### src/design/hufd_pkg.sv
// Shared types and sizes of the pre-order Huffman tree loader and decoder.
// Standalone package; every other design file refers to it by scoped names.
package hufd_pkg;

  localparam int MAX_LEAVES  = 256;
  localparam int SYMBOL_BITS = 8;
  localparam int NODE_DEPTH  = 2 * MAX_LEAVES - 1;

  localparam int MODE_W    = 2;
  localparam int IN_SYM_W  = 8;
  localparam int OUT_SYM_W = 8;

  localparam int NODE_W  = $clog2(NODE_DEPTH);
  localparam int NODES_W = $clog2(NODE_DEPTH + 1);
  localparam int LEAF_W  = $clog2(MAX_LEAVES);
  localparam int LCNT_W  = $clog2(MAX_LEAVES + 1);

  typedef enum logic [MODE_W-1:0] {
    MODE_SHAPE   = 2'd0,
    MODE_SYMBOL  = 2'd1,
    MODE_MESSAGE = 2'd2
  } mode_e;

  // Child link: internal children carry a node index, leaf children carry
  // their leaf number so the walk never needs a second node lookup.
  typedef struct packed {
    logic              is_leaf;
    logic [NODE_W-1:0] idx;
  } child_t;

  typedef struct packed {
    logic              zero_we;
    logic              one_we;
    logic [NODE_W-1:0] addr;
    child_t            data;
  } node_wr_t;

  typedef struct packed {
    logic                   we;
    logic [LEAF_W-1:0]      addr;
    logic [SYMBOL_BITS-1:0] data;
  } sym_wr_t;

  typedef struct packed {
    logic ready;
    logic root_leaf;
    logic clear;
  } tree_stat_t;

  typedef struct packed {
    logic              valid;
    logic [LEAF_W-1:0] leaf;
  } emit_req_t;

  typedef struct packed {
    logic [NODE_W-1:0] node;
    logic              linked0;
  } stk_ent_t;

endpackage

### src/design/hufd_if.sv


interface hufd_out_if;
  logic                           valid;
  logic                           ready;
  logic [hufd_pkg::OUT_SYM_W-1:0] symbol;

  modport source (output valid, symbol, input ready);
  modport sink   (input valid, symbol, output ready);
endinterface

### src/design/hufd_sym_out.sv
// Symbol table lookup stage and two-entry output queue.
// Depends on hufd_pkg and hufd_out_if; reports room for a new input item.
module hufd_sym_out (
  input  logic                clk_i,
  input  logic                rst_ni,
  input  hufd_pkg::emit_req_t emit_i,
  input  hufd_pkg::sym_wr_t   sym_wr_i,
  hufd_out_if.source          out_o,
  output logic                room_o
);

  logic [hufd_pkg::SYMBOL_BITS-1:0] sym_mem [hufd_pkg::MAX_LEAVES];
  logic [hufd_pkg::SYMBOL_BITS-1:0] sym_rd_q;
  logic                             look_vld_q;

  logic [hufd_pkg::OUT_SYM_W-1:0] fifo_q [2];
  logic                           wr_ptr_q, rd_ptr_q;
  logic [1:0]                     cnt_q, cnt_d, occ;
  logic                           push, pop;

  always_comb begin
    push         = look_vld_q;
    pop          = (cnt_q != 2'd0) && out_o.ready;
    cnt_d        = cnt_q + {1'b0, push} - {1'b0, pop};
    occ          = cnt_q + {1'b0, look_vld_q} - {1'b0, pop};
    room_o       = occ < 2'd2;
    out_o.valid  = cnt_q != 2'd0;
    out_o.symbol = fifo_q[rd_ptr_q];
  end

  always_ff @(posedge clk_i) begin
    if (sym_wr_i.we) begin
      sym_mem[sym_wr_i.addr] <= sym_wr_i.data;
    end
    if (emit_i.valid) begin
      sym_rd_q <= sym_mem[emit_i.leaf];
    end
    if (push) begin
      fifo_q[wr_ptr_q] <= hufd_pkg::OUT_SYM_W'(sym_rd_q);
    end
  end

  always_ff @(posedge clk_i or negedge rst_ni) begin
    if (!rst_ni) begin
      look_vld_q <= 1'b0;
      wr_ptr_q   <= 1'b0;
      rd_ptr_q   <= 1'b0;
      cnt_q      <= 2'd0;
    end else begin
      look_vld_q <= emit_i.valid;
      cnt_q      <= cnt_d;
      if (push) begin
        wr_ptr_q <= !wr_ptr_q;
      end
      if (pop) begin
        rd_ptr_q <= !rd_ptr_q;
      end
    end
  end

endmodule

### src/flat_wrapper.sv
// flat-port wrapper written by rule: the top's interface ports become plain ports
module hufd_sym_out_flat 
  (clk_i, rst_ni, emit_i, sym_wr_i, room_o, out_o_valid, out_o_symbol, out_o_ready);
  hufd_out_if out_o_i ();
  input  logic clk_i;
  input  logic rst_ni;
  input  hufd_pkg::emit_req_t emit_i;
  input  hufd_pkg::sym_wr_t sym_wr_i;
  output logic room_o;
  output wire logic [$bits(out_o_i.valid)-1:0] out_o_valid;
  output wire logic [$bits(out_o_i.symbol)-1:0] out_o_symbol;
  input wire logic [$bits(out_o_i.ready)-1:0] out_o_ready;
  assign out_o_valid = out_o_i.valid;
  assign out_o_symbol = out_o_i.symbol;
  assign out_o_i.ready = out_o_ready;
  hufd_sym_out u_core (.clk_i(clk_i), .rst_ni(rst_ni), .emit_i(emit_i), .sym_wr_i(sym_wr_i), .out_o(out_o_i), .room_o(room_o));
endmodule
### config.mk
export PLATFORM = sky130hd
export DESIGN_NAME = hufd_sym_out_flat
export DESIGN_NICKNAME = d
export VERILOG_FILES = /design/src/design/hufd_pkg.sv /design/src/design/hufd_if.sv /design/src/design/hufd_sym_out.sv /design/src/flat_wrapper.sv
export SDC_FILE = /design/constraint.sdc
export NUM_CORES = 2
export LEC_CHECK = 0
export BUFFER_PORTS_ARGS = -buffer_cell sky130_fd_sc_hd__buf_2
export CORE_UTILIZATION = 45
export DETAILED_ROUTE_END_ITERATION = 8
export GPL_TIMING_DRIVEN = 0
export HOLD_SLACK_MARGIN = 0.06
export PLACE_DENSITY = 0.56
export SYNTH_ARGS = -nofsm -noshare
export SYNTH_HDL_FRONTEND = slang
export SYNTH_SLANG_ARGS = --single-unit
### constraint.sdc
create_clock -name clk_i -period 5.4 [get_ports clk_i]
set_input_delay 1.62 -clock clk_i [delete_from_list [all_inputs] [get_ports clk_i]]
set_output_delay 1.62 -clock clk_i [all_outputs]
set_load 0.1 [all_outputs]
==> flow_metrics.env <==
export IMPL_synth_compound_area_share_pct=3.53
export IMPL_worst_pin_slew_ns=1.61
export IMPL_viasPerCell=6.53
export IMPL_die_height_um=426
export IMPL_slowest_stage="clkdlybuf4s15_1"
export IMPL_fin_area_um2=91000
export IMPL_cts_buffers=209
export IMPL_cp_slowest_stage_delay_ns=0.91
export IMPL_vias=43500
export IMPL_place_congestion=0.994
export IMPL_setup_ws_ns=-0.210
export IMPL_insertion_delay_ns=0.89
export IMPL_ys_seq_elements=2077
export IMPL_async_flop_share_pct=0.241
export IMPL_critical_path_startpoint_type="primary input"
export IMPL_grt_max_degree=145
export IMPL_dp_cells=6260
export IMPL_clock_sinks=2077
export IMPL_p_sw_mw=8.18
export IMPL_core_area_um2=179000
export IMPL_port_buffers=28
export IMPL_crit_chain="buf_2 > buf_2 > and2_1 > clkbuf_1 > clkdlybuf4s15_1 > a22oi_1 > a31oi_1 > a21boi_0 > nor4_1"
export IMPL_syn_area_per_cell_um2=20.9
export IMPL_finalPower_mw=34.4
export IMPL_violations="max-capacitance violations, max-slew violations, negative setup slack"
export IMPL_synth_ff_type="edfxtp_1"
export IMPL_fp_row_count=155
export IMPL_min_period_ns=5.61
export IMPL_power_internal_mw=26.2
export IMPL_outcome="finished, violations left"
export IMPL_crit_required_ns=5.94
export IMPL_die_w_um=426
export IMPL_max_freq_mhz=178
export IMPL_ys_warn_count=0
export IMPL_final_common_cell="edfxtp_1"
export IMPL_layout_common_cells="edfxtp_1 (2072), mux4_2 (396), nor2_1 (293)"
export IMPL_leakagePower_nw=28.4
export IMPL_power_share_clock_pct=40.9
export IMPL_start_util_pct=45.3
export IMPL_fin_nets=4147
export IMPL_grt_overflow_total=0
export IMPL_place_hpwl_mm=181
export IMPL_critPathCaptureType="register"
export IMPL_antenna_left=0
export IMPL_dieArea_um2=182000
export IMPL_grt_pass1_vias=42300
export IMPL_synthCells=3865
export IMPL_ir_drop_v=0.000383
export IMPL_synth_top_family_by_area="multiplexers"
export IMPL_synth_nets=3896
export IMPL_h_tree_depth=4
export IMPL_arrival_ns=6.15
export IMPL_cts_tree="done"
export IMPL_layout_area_overhead_vs_synth_pct=12.4
export IMPL_yosys_area_share_xor_xnor_pct=0.0433
export IMPL_hold_depth=0
export IMPL_hold_viol_final=0
export IMPL_syn_area_um2=81000
export IMPL_synth_edf_count=2072
export IMPL_placed_cell_area_um2=84500
export IMPL_clock_skew_ns=0.0300
export IMPL_cts_root_buffer="clkbuf_16"
export IMPL_crit_path_max_fanout=10
export IMPL_clockBufferDepth=3
export IMPL_antenna_found_initial=31
export IMPL_slew_violations=22
export IMPL_cap_violations=2
export IMPL_synthMuxAreaShare_pct=14.7
export IMPL_pin_count=39
export IMPL_hp_class="register to register"
export IMPL_comb_power_share_pct=7.2
export IMPL_r2r_cells=7
export IMPL_fin_cells=6660
export IMPL_synthSimpleGateAreaFrac_pct=2.69
export IMPL_wire_per_inst_um=41.3
export IMPL_drtPass1Iterations=7
export IMPL_setup_viol=6
export IMPL_seqPwrFrac_pct=51.9
export IMPL_crit_path_frequent_cell="buf_2"
export IMPL_critPathKind="primary input to register"
export IMPL_path_clk_slew_ns=0.06
export IMPL_drc=0
export IMPL_swShare_pct=23.8
export IMPL_relSlewSlack_pct=-7.49
export IMPL_seq_area_frac_synth_pct=77.0
export IMPL_drtIter0Drc=7246
export IMPL_finalWirelength_mm=275
export IMPL_grtUsageTotal_pct=30.5
export IMPL_synth_cell_types=64
export IMPL_drive_gt1_share_pct=21.2
export IMPL_power_density_nw_per_um2=378
export IMPL_finalCritPeriodShare_pct=104
export IMPL_synth_fa_ha_area_share_pct=0.0309
export IMPL_grt_pass1_wl_mm=368
export IMPL_hold_ws_ns=0.448
cells by family after synthesis:
kind of cell    after synthesis
mux                         631
simple gates                501
buf+inv                     247
compound gates              403
xor+xnor                      4
fa+ha+maj                     2
flops                      2077
sequential cells by signal (all words and copies together) (netlist names):
name	cells
u_core.look_vld_q	1
u_core.sym_rd_q	8
u_core.wr_ptr_q	1
u_core.sym_mem	2048
u_core.rd_ptr_q	1
u_core.fifo_q	16
u_core.cnt_q	2
metal layers:
layer | part of all wire [%] | vias up | global-route usage [%]
li1 | - | 16700 | -
met1 | 39 | 23300 | 41.9
met2 | 45 | 2853 | 45.8
met3 | 11 | 572 | 7.73
met4 | 5.0 | 12 | 14.3
met5 | 0.036 | - | 0
worst paths after layout:
path | startpoint | end | slack (ns)
setup / recovery | emit_i[2] | u_core.sym_rd_q[5]$_DFFE_PP_ | -0.21
hold / removal | u_core.sym_rd_q[5]$_DFFE_PP_ | u_core.fifo_q[1][5]$_DFFE_PP_ | 0.45
setup reg to reg | u_core.sym_mem[83][2]$_DFFE_PP_ | u_core.sym_rd_q[2]$_DFFE_PP_ | 1.60
hold reg to reg | u_core.sym_rd_q[5]$_DFFE_PP_ | u_core.fifo_q[1][5]$_DFFE_PP_ | 0.45
max in group asynchronous | rst_ni | u_core.cnt_q[1]$_DFF_PN0_ | 4.71
min in group asynchronous | rst_ni | u_core.wr_ptr_q$_DFFE_PN0P_ | 0.56
worst max-delay path, delay by kind of cell:
kind,cells,cell delay (ns)
buffers and inverters,4,2.40
AOI/OAI and AO/OA,3,1.08
and+or+nand+nor,2,1.00
metrics by stage:
step / setup slack [ns] / util, % / TNS, ns
after floorplan: 0.687 / - / 0
after global placement: -1.22 / 47.1 / -1205.22
after detailed placement: -1.17 / 47.3 / -7.67
after CTS: 0.0703 / 50.9 / 0
after global routing: -0.0169 / 51.0 / -0.0169
final: -0.210 / 51.0 / -0.738
final cells by class:
type / instances / area, um2
diodes: 15 / 37.5
plain buffers: 240 / 1630
clock buffers: 255 / 5400
clock inverters: 130 / 1120
fillers: 14100 / 87600
inverters: 7 / 26.3
multi-input cells: 1541 / 17000
flip-flops and latches: 2077 / 62300
well taps: 2355 / 2950
repair buffers: 40 / 531
synthesized netlist by cell type (3+ instances only):
library cell | number | area share, %
nand2b_1 | 4 | 0.031
inv_1 | 7 | 0.032
and2_1 | 6 | 0.046
mux4_1 | 37 | 1.2
nand2_1 | 75 | 0.35
dfrtp_1 | 5 | 0.15
o21ai_0 | 18 | 0.11
buf_6 | 25 | 0.35
a22oi_1 | 117 | 1.1
o311ai_0 | 3 | 0.032
o311a_1 | 4 | 0.049
a22o_1 | 15 | 0.16
buf_4 | 43 | 0.40
a221oi_1 | 12 | 0.13
mux2i_1 | 174 | 2.2
nand4_1 | 12 | 0.093
a211oi_1 | 15 | 0.14
and3_1 | 4 | 0.031
buf_8 | 10 | 0.19
nor2b_1 | 25 | 0.19
nor2_1 | 293 | 1.4
o221ai_1 | 43 | 0.47
nor3_1 | 25 | 0.15
buf_1 | 4 | 0.019
buf_2 | 55 | 0.34
a211o_1 | 6 | 0.065
o32ai_1 | 4 | 0.043
nor4_1 | 11 | 0.085
clkbuf_1 | 92 | 0.43
o31ai_1 | 8 | 0.074
buf_12 | 10 | 0.25
or2_2 | 4 | 0.031
edfxtp_1 | 2072 | 77
and3b_1 | 3 | 0.032
o211ai_1 | 8 | 0.074
o32a_1 | 4 | 0.049
mux4_2 | 396 | 11
nand3_1 | 29 | 0.18
a31oi_1 | 5 | 0.039
o22ai_1 | 45 | 0.35
mux2_2 | 24 | 0.33
a21oi_1 | 84 | 0.52
timing repair:
item | in CTS | in global routing
pin swaps | 0 | 0
gates cloned | 0 | 0
hold buffers | 0 | 0
resized for setup | 4 | 4
setup endpoints to repair | 6 | 3
setup buffers | 0 | 0
power by group through the flow:
stage	Combinational, mW	Clock, mW	Sequential, mW
5_1_grt	2.51	14.7	17.9
3_3_place_gp	2.38	0	18.3
2_1_floorplan	1.26	0	18.2
6_report	2.48	14.1	17.9
3_5_place_dp	2.43	0	18.2
4_1_cts	2.44	14.1	17.9
No activity file was read; power rests on OpenSTA's default activity.
