<file path="config.mk">
export PLATFORM = sky130hd
export DESIGN_NAME = hufd_builder
export DESIGN_NICKNAME = d
export VERILOG_FILES = /design/src/design/hufd_pkg.sv /design/src/design/hufd_builder.sv
export SDC_FILE = /design/constraint.sdc
export NUM_CORES = 2
export LEC_CHECK = 0
export BUFFER_PORTS_ARGS = -buffer_cell sky130_fd_sc_hd__buf_2
export CORE_ASPECT_RATIO = 0.8
export CORE_UTILIZATION = 65
export CTS_CLUSTER_DIAMETER = 100
export DETAILED_ROUTE_END_ITERATION = 8
export PLACE_DENSITY = 0.82
export SLEW_MARGIN = 20
export SYNTH_ARGS = -nofsm -noshare
export SYNTH_HDL_FRONTEND = slang
export SYNTH_SLANG_ARGS = --single-unit
</file>
<file path="constraint.sdc">
create_clock -name clk_i -period 10 [get_ports clk_i]
set_input_delay 0 -clock clk_i [delete_from_list [all_inputs] [get_ports clk_i]]
set_output_delay 0 -clock clk_i [all_outputs]
set_load 0.005 [all_outputs]
</file>
<file path="src/design/hufd_pkg.sv">
// Shared types and sizes of the pre-order Huffman tree loader and decoder.
// Standalone package; every other design file refers to it by scoped names.
package hufd_pkg;

  localparam int MAX_LEAVES  = 256;
  localparam int SYMBOL_BITS = 8;
  localparam int NODE_DEPTH  = 2 * MAX_LEAVES - 1;

  localparam int MODE_W    = 2;
  localparam int IN_SYM_W  = 8;
  localparam int OUT_SYM_W = 8;

  localparam int NODE_W  = $clog2(NODE_DEPTH);
  localparam int NODES_W = $clog2(NODE_DEPTH + 1);
  localparam int LEAF_W  = $clog2(MAX_LEAVES);
  localparam int LCNT_W  = $clog2(MAX_LEAVES + 1);

  typedef enum logic [MODE_W-1:0] {
    MODE_SHAPE   = 2'd0,
    MODE_SYMBOL  = 2'd1,
    MODE_MESSAGE = 2'd2
  } mode_e;

  // Child link: internal children carry a node index, leaf children carry
  // their leaf number so the walk never needs a second node lookup.
  typedef struct packed {
    logic              is_leaf;
    logic [NODE_W-1:0] idx;
  } child_t;

  typedef struct packed {
    logic              zero_we;
    logic              one_we;
    logic [NODE_W-1:0] addr;
    child_t            data;
  } node_wr_t;

  typedef struct packed {
    logic                   we;
    logic [LEAF_W-1:0]      addr;
    logic [SYMBOL_BITS-1:0] data;
  } sym_wr_t;

  typedef struct packed {
    logic ready;
    logic root_leaf;
    logic clear;
  } tree_stat_t;

  typedef struct packed {
    logic              valid;
    logic [LEAF_W-1:0] leaf;
  } emit_req_t;

  typedef struct packed {
    logic [NODE_W-1:0] node;
    logic              linked0;
  } stk_ent_t;

endpackage

</file>
<file path="src/design/hufd_builder.sv">
// Tree builder: shape bits, open-parent stack, build counters, symbol loading.
// Depends on hufd_pkg; drives node table and symbol table writes.
module hufd_builder (
  input  logic                          clk_i,
  input  logic                          rst_ni,
  input  logic                          take_i,
  input  logic [hufd_pkg::MODE_W-1:0]   mode_i,
  input  logic                          new_tree_i,
  input  logic                          bit_value_i,
  input  logic [hufd_pkg::IN_SYM_W-1:0] leaf_symbol_i,
  output hufd_pkg::node_wr_t            node_wr_o,
  output hufd_pkg::sym_wr_t             sym_wr_o,
  output hufd_pkg::tree_stat_t          stat_o
);

  logic [hufd_pkg::NODES_W-1:0] nodes_q, nodes_d, n_e;
  logic [hufd_pkg::LCNT_W-1:0]  leaves_q, leaves_d, l_e;
  logic [hufd_pkg::LCNT_W-1:0]  syms_q, syms_d;
  logic [hufd_pkg::LCNT_W-1:0]  depth_q, depth_d, d_e;
  logic [hufd_pkg::LCNT_W-1:0]  rd_pos;
  hufd_pkg::stk_ent_t           top_q, top_d;
  logic                         root_leaf_q, root_leaf_d;

  // Stack entries below the top live in memory; the top stays in a register.
  hufd_pkg::stk_ent_t           stk_mem [hufd_pkg::MAX_LEAVES];
  hufd_pkg::stk_ent_t           stk_rd_q;
  logic                         push_we;
  logic [hufd_pkg::LEAF_W-1:0]  push_addr;
  hufd_pkg::stk_ent_t           push_data;
  logic [hufd_pkg::LEAF_W-1:0]  rd_addr;

  logic clr, shape_ok, link, internal, sym_ok;

  always_comb begin
    internal = bit_value_i;
    clr      = take_i && (mode_i == hufd_pkg::MODE_SHAPE) && new_tree_i;
    n_e      = clr ? '0 : nodes_q;
    d_e      = clr ? '0 : depth_q;
    l_e      = clr ? '0 : leaves_q;

    shape_ok = take_i && (mode_i == hufd_pkg::MODE_SHAPE)
               && !((n_e != '0) && (d_e == '0))
               && (n_e < hufd_pkg::NODES_W'(hufd_pkg::NODE_DEPTH))
               && !(internal && (d_e >= hufd_pkg::LCNT_W'(hufd_pkg::MAX_LEAVES)))
               && !(!internal && (l_e >= hufd_pkg::LCNT_W'(hufd_pkg::MAX_LEAVES)));
    link     = shape_ok && (n_e != '0);

    node_wr_o.addr         = top_q.node;
    node_wr_o.zero_we      = link && !top_q.linked0;
    node_wr_o.one_we       = link && top_q.linked0;
    node_wr_o.data.is_leaf = !internal;
    node_wr_o.data.idx     = internal ? n_e[hufd_pkg::NODE_W-1:0]
                                      : hufd_pkg::NODE_W'(l_e);

    top_d     = top_q;
    depth_d   = d_e;
    push_we   = 1'b0;
    push_addr = hufd_pkg::LEAF_W'(d_e - hufd_pkg::LCNT_W'(1));
    push_data = '{node: top_q.node, linked0: 1'b1};

    if (link) begin
      if (!top_q.linked0) begin
        if (internal) begin
          // Park the parent below and open the new node on top.
          push_we = 1'b1;
          top_d   = '{node: n_e[hufd_pkg::NODE_W-1:0], linked0: 1'b0};
          depth_d = d_e + hufd_pkg::LCNT_W'(1);
        end else begin
          top_d.linked0 = 1'b1;
        end
      end else begin
        if (internal) begin
          // Parent closes and the new node takes its place.
          top_d = '{node: n_e[hufd_pkg::NODE_W-1:0], linked0: 1'b0};
        end else begin
          top_d   = stk_rd_q;
          depth_d = d_e - hufd_pkg::LCNT_W'(1);
        end
      end
    end else if (shape_ok && internal) begin
      top_d   = '{node: '0, linked0: 1'b0};
      depth_d = hufd_pkg::LCNT_W'(1);
    end

    rd_pos  = depth_d - hufd_pkg::LCNT_W'(2);
    rd_addr = rd_pos[hufd_pkg::LEAF_W-1:0];

    nodes_d     = shape_ok ? n_e + hufd_pkg::NODES_W'(1) : n_e;
    leaves_d    = (shape_ok && !internal) ? l_e + hufd_pkg::LCNT_W'(1) : l_e;
    root_leaf_d = (shape_ok && (n_e == '0)) ? !internal : root_leaf_q;

    sym_ok        = take_i && (mode_i == hufd_pkg::MODE_SYMBOL) && (syms_q < leaves_q);
    syms_d        = clr ? '0 : (sym_ok ? syms_q + hufd_pkg::LCNT_W'(1) : syms_q);
    sym_wr_o.we   = sym_ok;
    sym_wr_o.addr = syms_q[hufd_pkg::LEAF_W-1:0];
    sym_wr_o.data = hufd_pkg::SYMBOL_BITS'(leaf_symbol_i);

    stat_o.ready     = (nodes_q != '0) && (depth_q == '0) && (syms_q == leaves_q);
    stat_o.root_leaf = root_leaf_q;
    stat_o.clear     = clr;
  end

  always_ff @(posedge clk_i or negedge rst_ni) begin
    if (!rst_ni) begin
      nodes_q     <= '0;
      leaves_q    <= '0;
      syms_q      <= '0;
      depth_q     <= '0;
      top_q       <= '0;
      root_leaf_q <= 1'b0;
    end else begin
      nodes_q     <= nodes_d;
      leaves_q    <= leaves_d;
      syms_q      <= syms_d;
      depth_q     <= depth_d;
      top_q       <= top_d;
      root_leaf_q <= root_leaf_d;
    end
  end

  // Read the entry that a pop would need next; forward a same-cycle push.
  always_ff @(posedge clk_i) begin
    if (push_we) begin
      stk_mem[push_addr] <= push_data;
    end
    if (push_we && (push_addr == rd_addr)) begin
      stk_rd_q <= push_data;
    end else begin
      stk_rd_q <= stk_mem[rd_addr];
    end
  end

endmodule

</file>
==> summary.txt <==
Placed design
  • Port bufs: 39
  • Worst slack, placed: 4.790 ns
  • Post-DP HPWL: 147400 um
  • Post-Place Cells: 6660
  • GPL Wtd Cong: 0.9231

Synth
  • Post-synthesis register bit count: 2359
  • Distinct cells, synth: 98
  • Avg Cell Area, Syn: 19.00 um^2
  • Syn. warnings: 0
  • Post-synth top area share: 73.18%
  • Syn Inst Count: 4976
  • Sequential-to-total area share from yosys stat: 74.60%
  • Synth area leader: edfxtp_1
  • Asr flop ratio synth: 1.992%
  • Main flop type after synthesis: edfxtp_1
  • Syn Nets: 5011
  • Post-synth design cell area: 94540 um^2
  • Post-synth EDFFs: 2304
  • Synth area leaders: edfxtp_1 (73%), mux4_2 (8.9%), mux2i_1 (4.2%)

Routing
  • DRC: 0
  • WL final: 260000 um
  • DRT Pass-1 Iters: 7
  • Antenna Nets Post-Route: 0
  • Via density: 7.575
  • Via Count: 53330
  • Wire per inst: 36.93 um
  • DR iter-0 viols: 9640

Clock network
  • Clk sink count: 2359
  • CTS max path bufs: 3
  • TritonCTS buffer count: 204
  • CTS tree: built
  • Clk_lat worst skew: 0.87 ns
  • H-tree depth: 4
  • Root buf cell: clkbuf_16
  • Clock slew seen by the registers of the worst setup and hold paths: 0.07 ns
  • Setup bufs post-CTS: 0

Cells and area
  • Final core occ: 71.23%
  • Final std cells w/o fill: 7040
  • Fillers: 8092
  • Area Growth Syn to Fin: 8.240%
  • Reg area: 70580 um^2
  • Multi-input gate area: 21600 um^2
  • Most frequent cells in the layout: edfxtp_1 (2304), mux2i_1 (399), nor2_1 (376)
  • Net count, final: 5023
  • Most common cell after layout, fill and taps aside: edfxtp_1
  • Layout cells sized above 1: 17.16%

Die
  • Core area: 143700 um^2
  • Die Height: 343.1 um
  • Std-Cell Rows: 124
  • Area of the die: 147000 um^2
  • Initial Utilization: 65.80%
  • Ports: 56
  • Die W: 428.4 um

Power
  • Comb power frac: 26.7%
  • Pwr/cell area: 263.4 nW/um^2
  • Flop pwr share: 44.2%
  • Leakage: 34.14 nW
  • IR drop worst, VDD: 0.2737 mV
  • Switching Fraction: 32.62%
  • Pint: 18.16 mW
  • Clock power frac: 29.1%
  • P_sw: 8.792 mW

Timing
  • Worst Tran Pin Value: 1.165 ns
  • Slew Limit Fails: 0
  • Setup Skew: 0.03496 ns
  • Crit share post-route: 55.24%
  • Setup_tns: 0 ns
  • Crit path time final: 5.524 ns
  • Slew HR: 22.36%
  • Setup violations, final: 0
  • Fmax: 0.1810 GHz
  • Final hold viol count: 0
  • PnR worst setup slack: 4.476 ns
  • Fin Hold WS: 0.000008039 ns
  • RSZ-0062 raised after global routing: no

Global route
  • Initial antenna violation count: 12
  • First-pass GRT wire length: 366400 um
  • GRT Resource Usage Total: 35.39%
  • Overflow after GRT: 0
  • Number of global-route vias before repair: 50730
  • Pin count of the biggest net entering global routing: 183

Worst hold path
  • Hold Path Class: input port to primary output

Critical path
  • Critical Path RT: 10.72 ns
  • CP arrival: 6.24 ns
  • Critical path class: flip-flop to flip-flop
  • Startpoint types: flip-flop
  • Reg2reg setup slack: 4.48 ns
  • Critical path fanouts, max: 106
  • Worst Setup End Kind: flip-flop

Job
  • Maxcap violations: 0

Status
  • Outcome: finished clean
[timing repair]
| action | in CTS | in global routing |
|---|---|---|
| hold buffers | 10 | 0 |
| hold endpoints to repair | 74 | 0 |
| endpoints found under the setup margin | 0 | 0 |
| resized for setup | 0 | 0 |
[state kept, by name (all words and copies together) (netlist names), named ones only]
signal	count
leaves_q	9
stk_mem	2304
top_q	1
depth_q	9
root_leaf_q	1
nodes_q	9
syms_q	9
node_wr_o	9
[cell usage after synthesis (all sizes together) (8+ instances only)]
library cell,count
and2,8
xnor2,11
o2111ai,11
buf,204
a31oi,30
o211ai,21
nor2b,16
nor3,35
mux2,18
or3,11
nor2,383
ha,20
nand2,132
edfxtp,2304
a221oi,140
o22ai,11
nand4,27
o311ai,8
nor4,16
a22oi,60
a21oi,108
mux2i,399
o21a,8
o31ai,12
nand3,51
a211oi,17
mux4,388
nand2b,21
o21ai,131
clkbuf,136
a32oi,8
dfxtp,8
and3,13
a22o,10
inv,30
dfrtp,47
a221o,29
xor2,19
[layer usage]
metal  part of all wire (%)  wire length, um  global-route usage, %
met3                     18            46430                  14.44
met2                     43           111500                  49.95
met1                     34            88930                  49.06
met5                  0.023               59                      0
met4                    5.0            13080                  15.60
[worst max-delay path, stage by stage, from the launching register on]
cell and delay (ns):
dfxtp_4 0.81, buf_4 0.77, buf_12 0.52, nand2_1 0.78, o22ai_1 0.59, o21ai_0 0.18, o311a_1 0.20, nor3_1 0.71
o21ai_1 0.16, a221o_1 0.37
[cell families after synthesis]
logic type / Yosys count / synth area share [%]
adder cells (fa/ha/maj): 20 / 0.2647
AND/OR/NAND/NOR: 737 / 3.497
multiplexers: 805 / 13.73
AO/OA/AOI/OAI: 654 / 5.009
buffers and inverters: 371 / 2.622
XOR/XNOR: 30 / 0.2779
flip-flops: 2359 / 74.60
[power by group through the flow]
stage / Clock, mW / Sequential (mW) / Combinational, mW
finish: 7.84 / 11.9 / 7.20
global route: 8.19 / 11.9 / 7.27
CTS: 7.82 / 11.9 / 6.85
detailed placement: 0 / 12.1 / 6.77
global placement: 0 / 12.1 / 6.65
floorplan: 0 / 12.2 / 4.51
[layout make-up]
cell class	count	area share, %
Multi-Input combinational cell	2246	21.11
Sequential cell	2359	68.97
Inverter	31	0.1210
Tap cell	1890	2.311
Antenna cell	10	0.02445
Timing Repair Buffer	146	1.137
Clock buffer	243	5.274
Clock inverter	115	1.056
[worst paths after layout]
check                                      start            end  depth (start not counted)
max in group asynchronous                 rst_ni  node_wr_o[11]                          4
worst max-delay path                   flip-flop  node_wr_o[11]                          9
min in group asynchronous                 rst_ni     depth_q[7]                          4
worst min-delay path            leaf_symbol_i[0]    sym_wr_o[0]                          0
worst min register to register       root_leaf_q    root_leaf_q                          1
worst max register to register         flip-flop  node_wr_o[11]                          9
[per-stage QoR]
| stage | total power, mW | instance area [um^2] |
|---|---|---|
| finish | 26.95 | 102300 |
| global route | 27.37 | 102300 |
| CTS | 26.58 | 102200 |
| detailed placement | 18.89 | 95670 |
| global placement | 18.75 | 95660 |
| floorplan | 16.73 | 94540 |
Note: power is estimated with default switching activity, not from simulation.
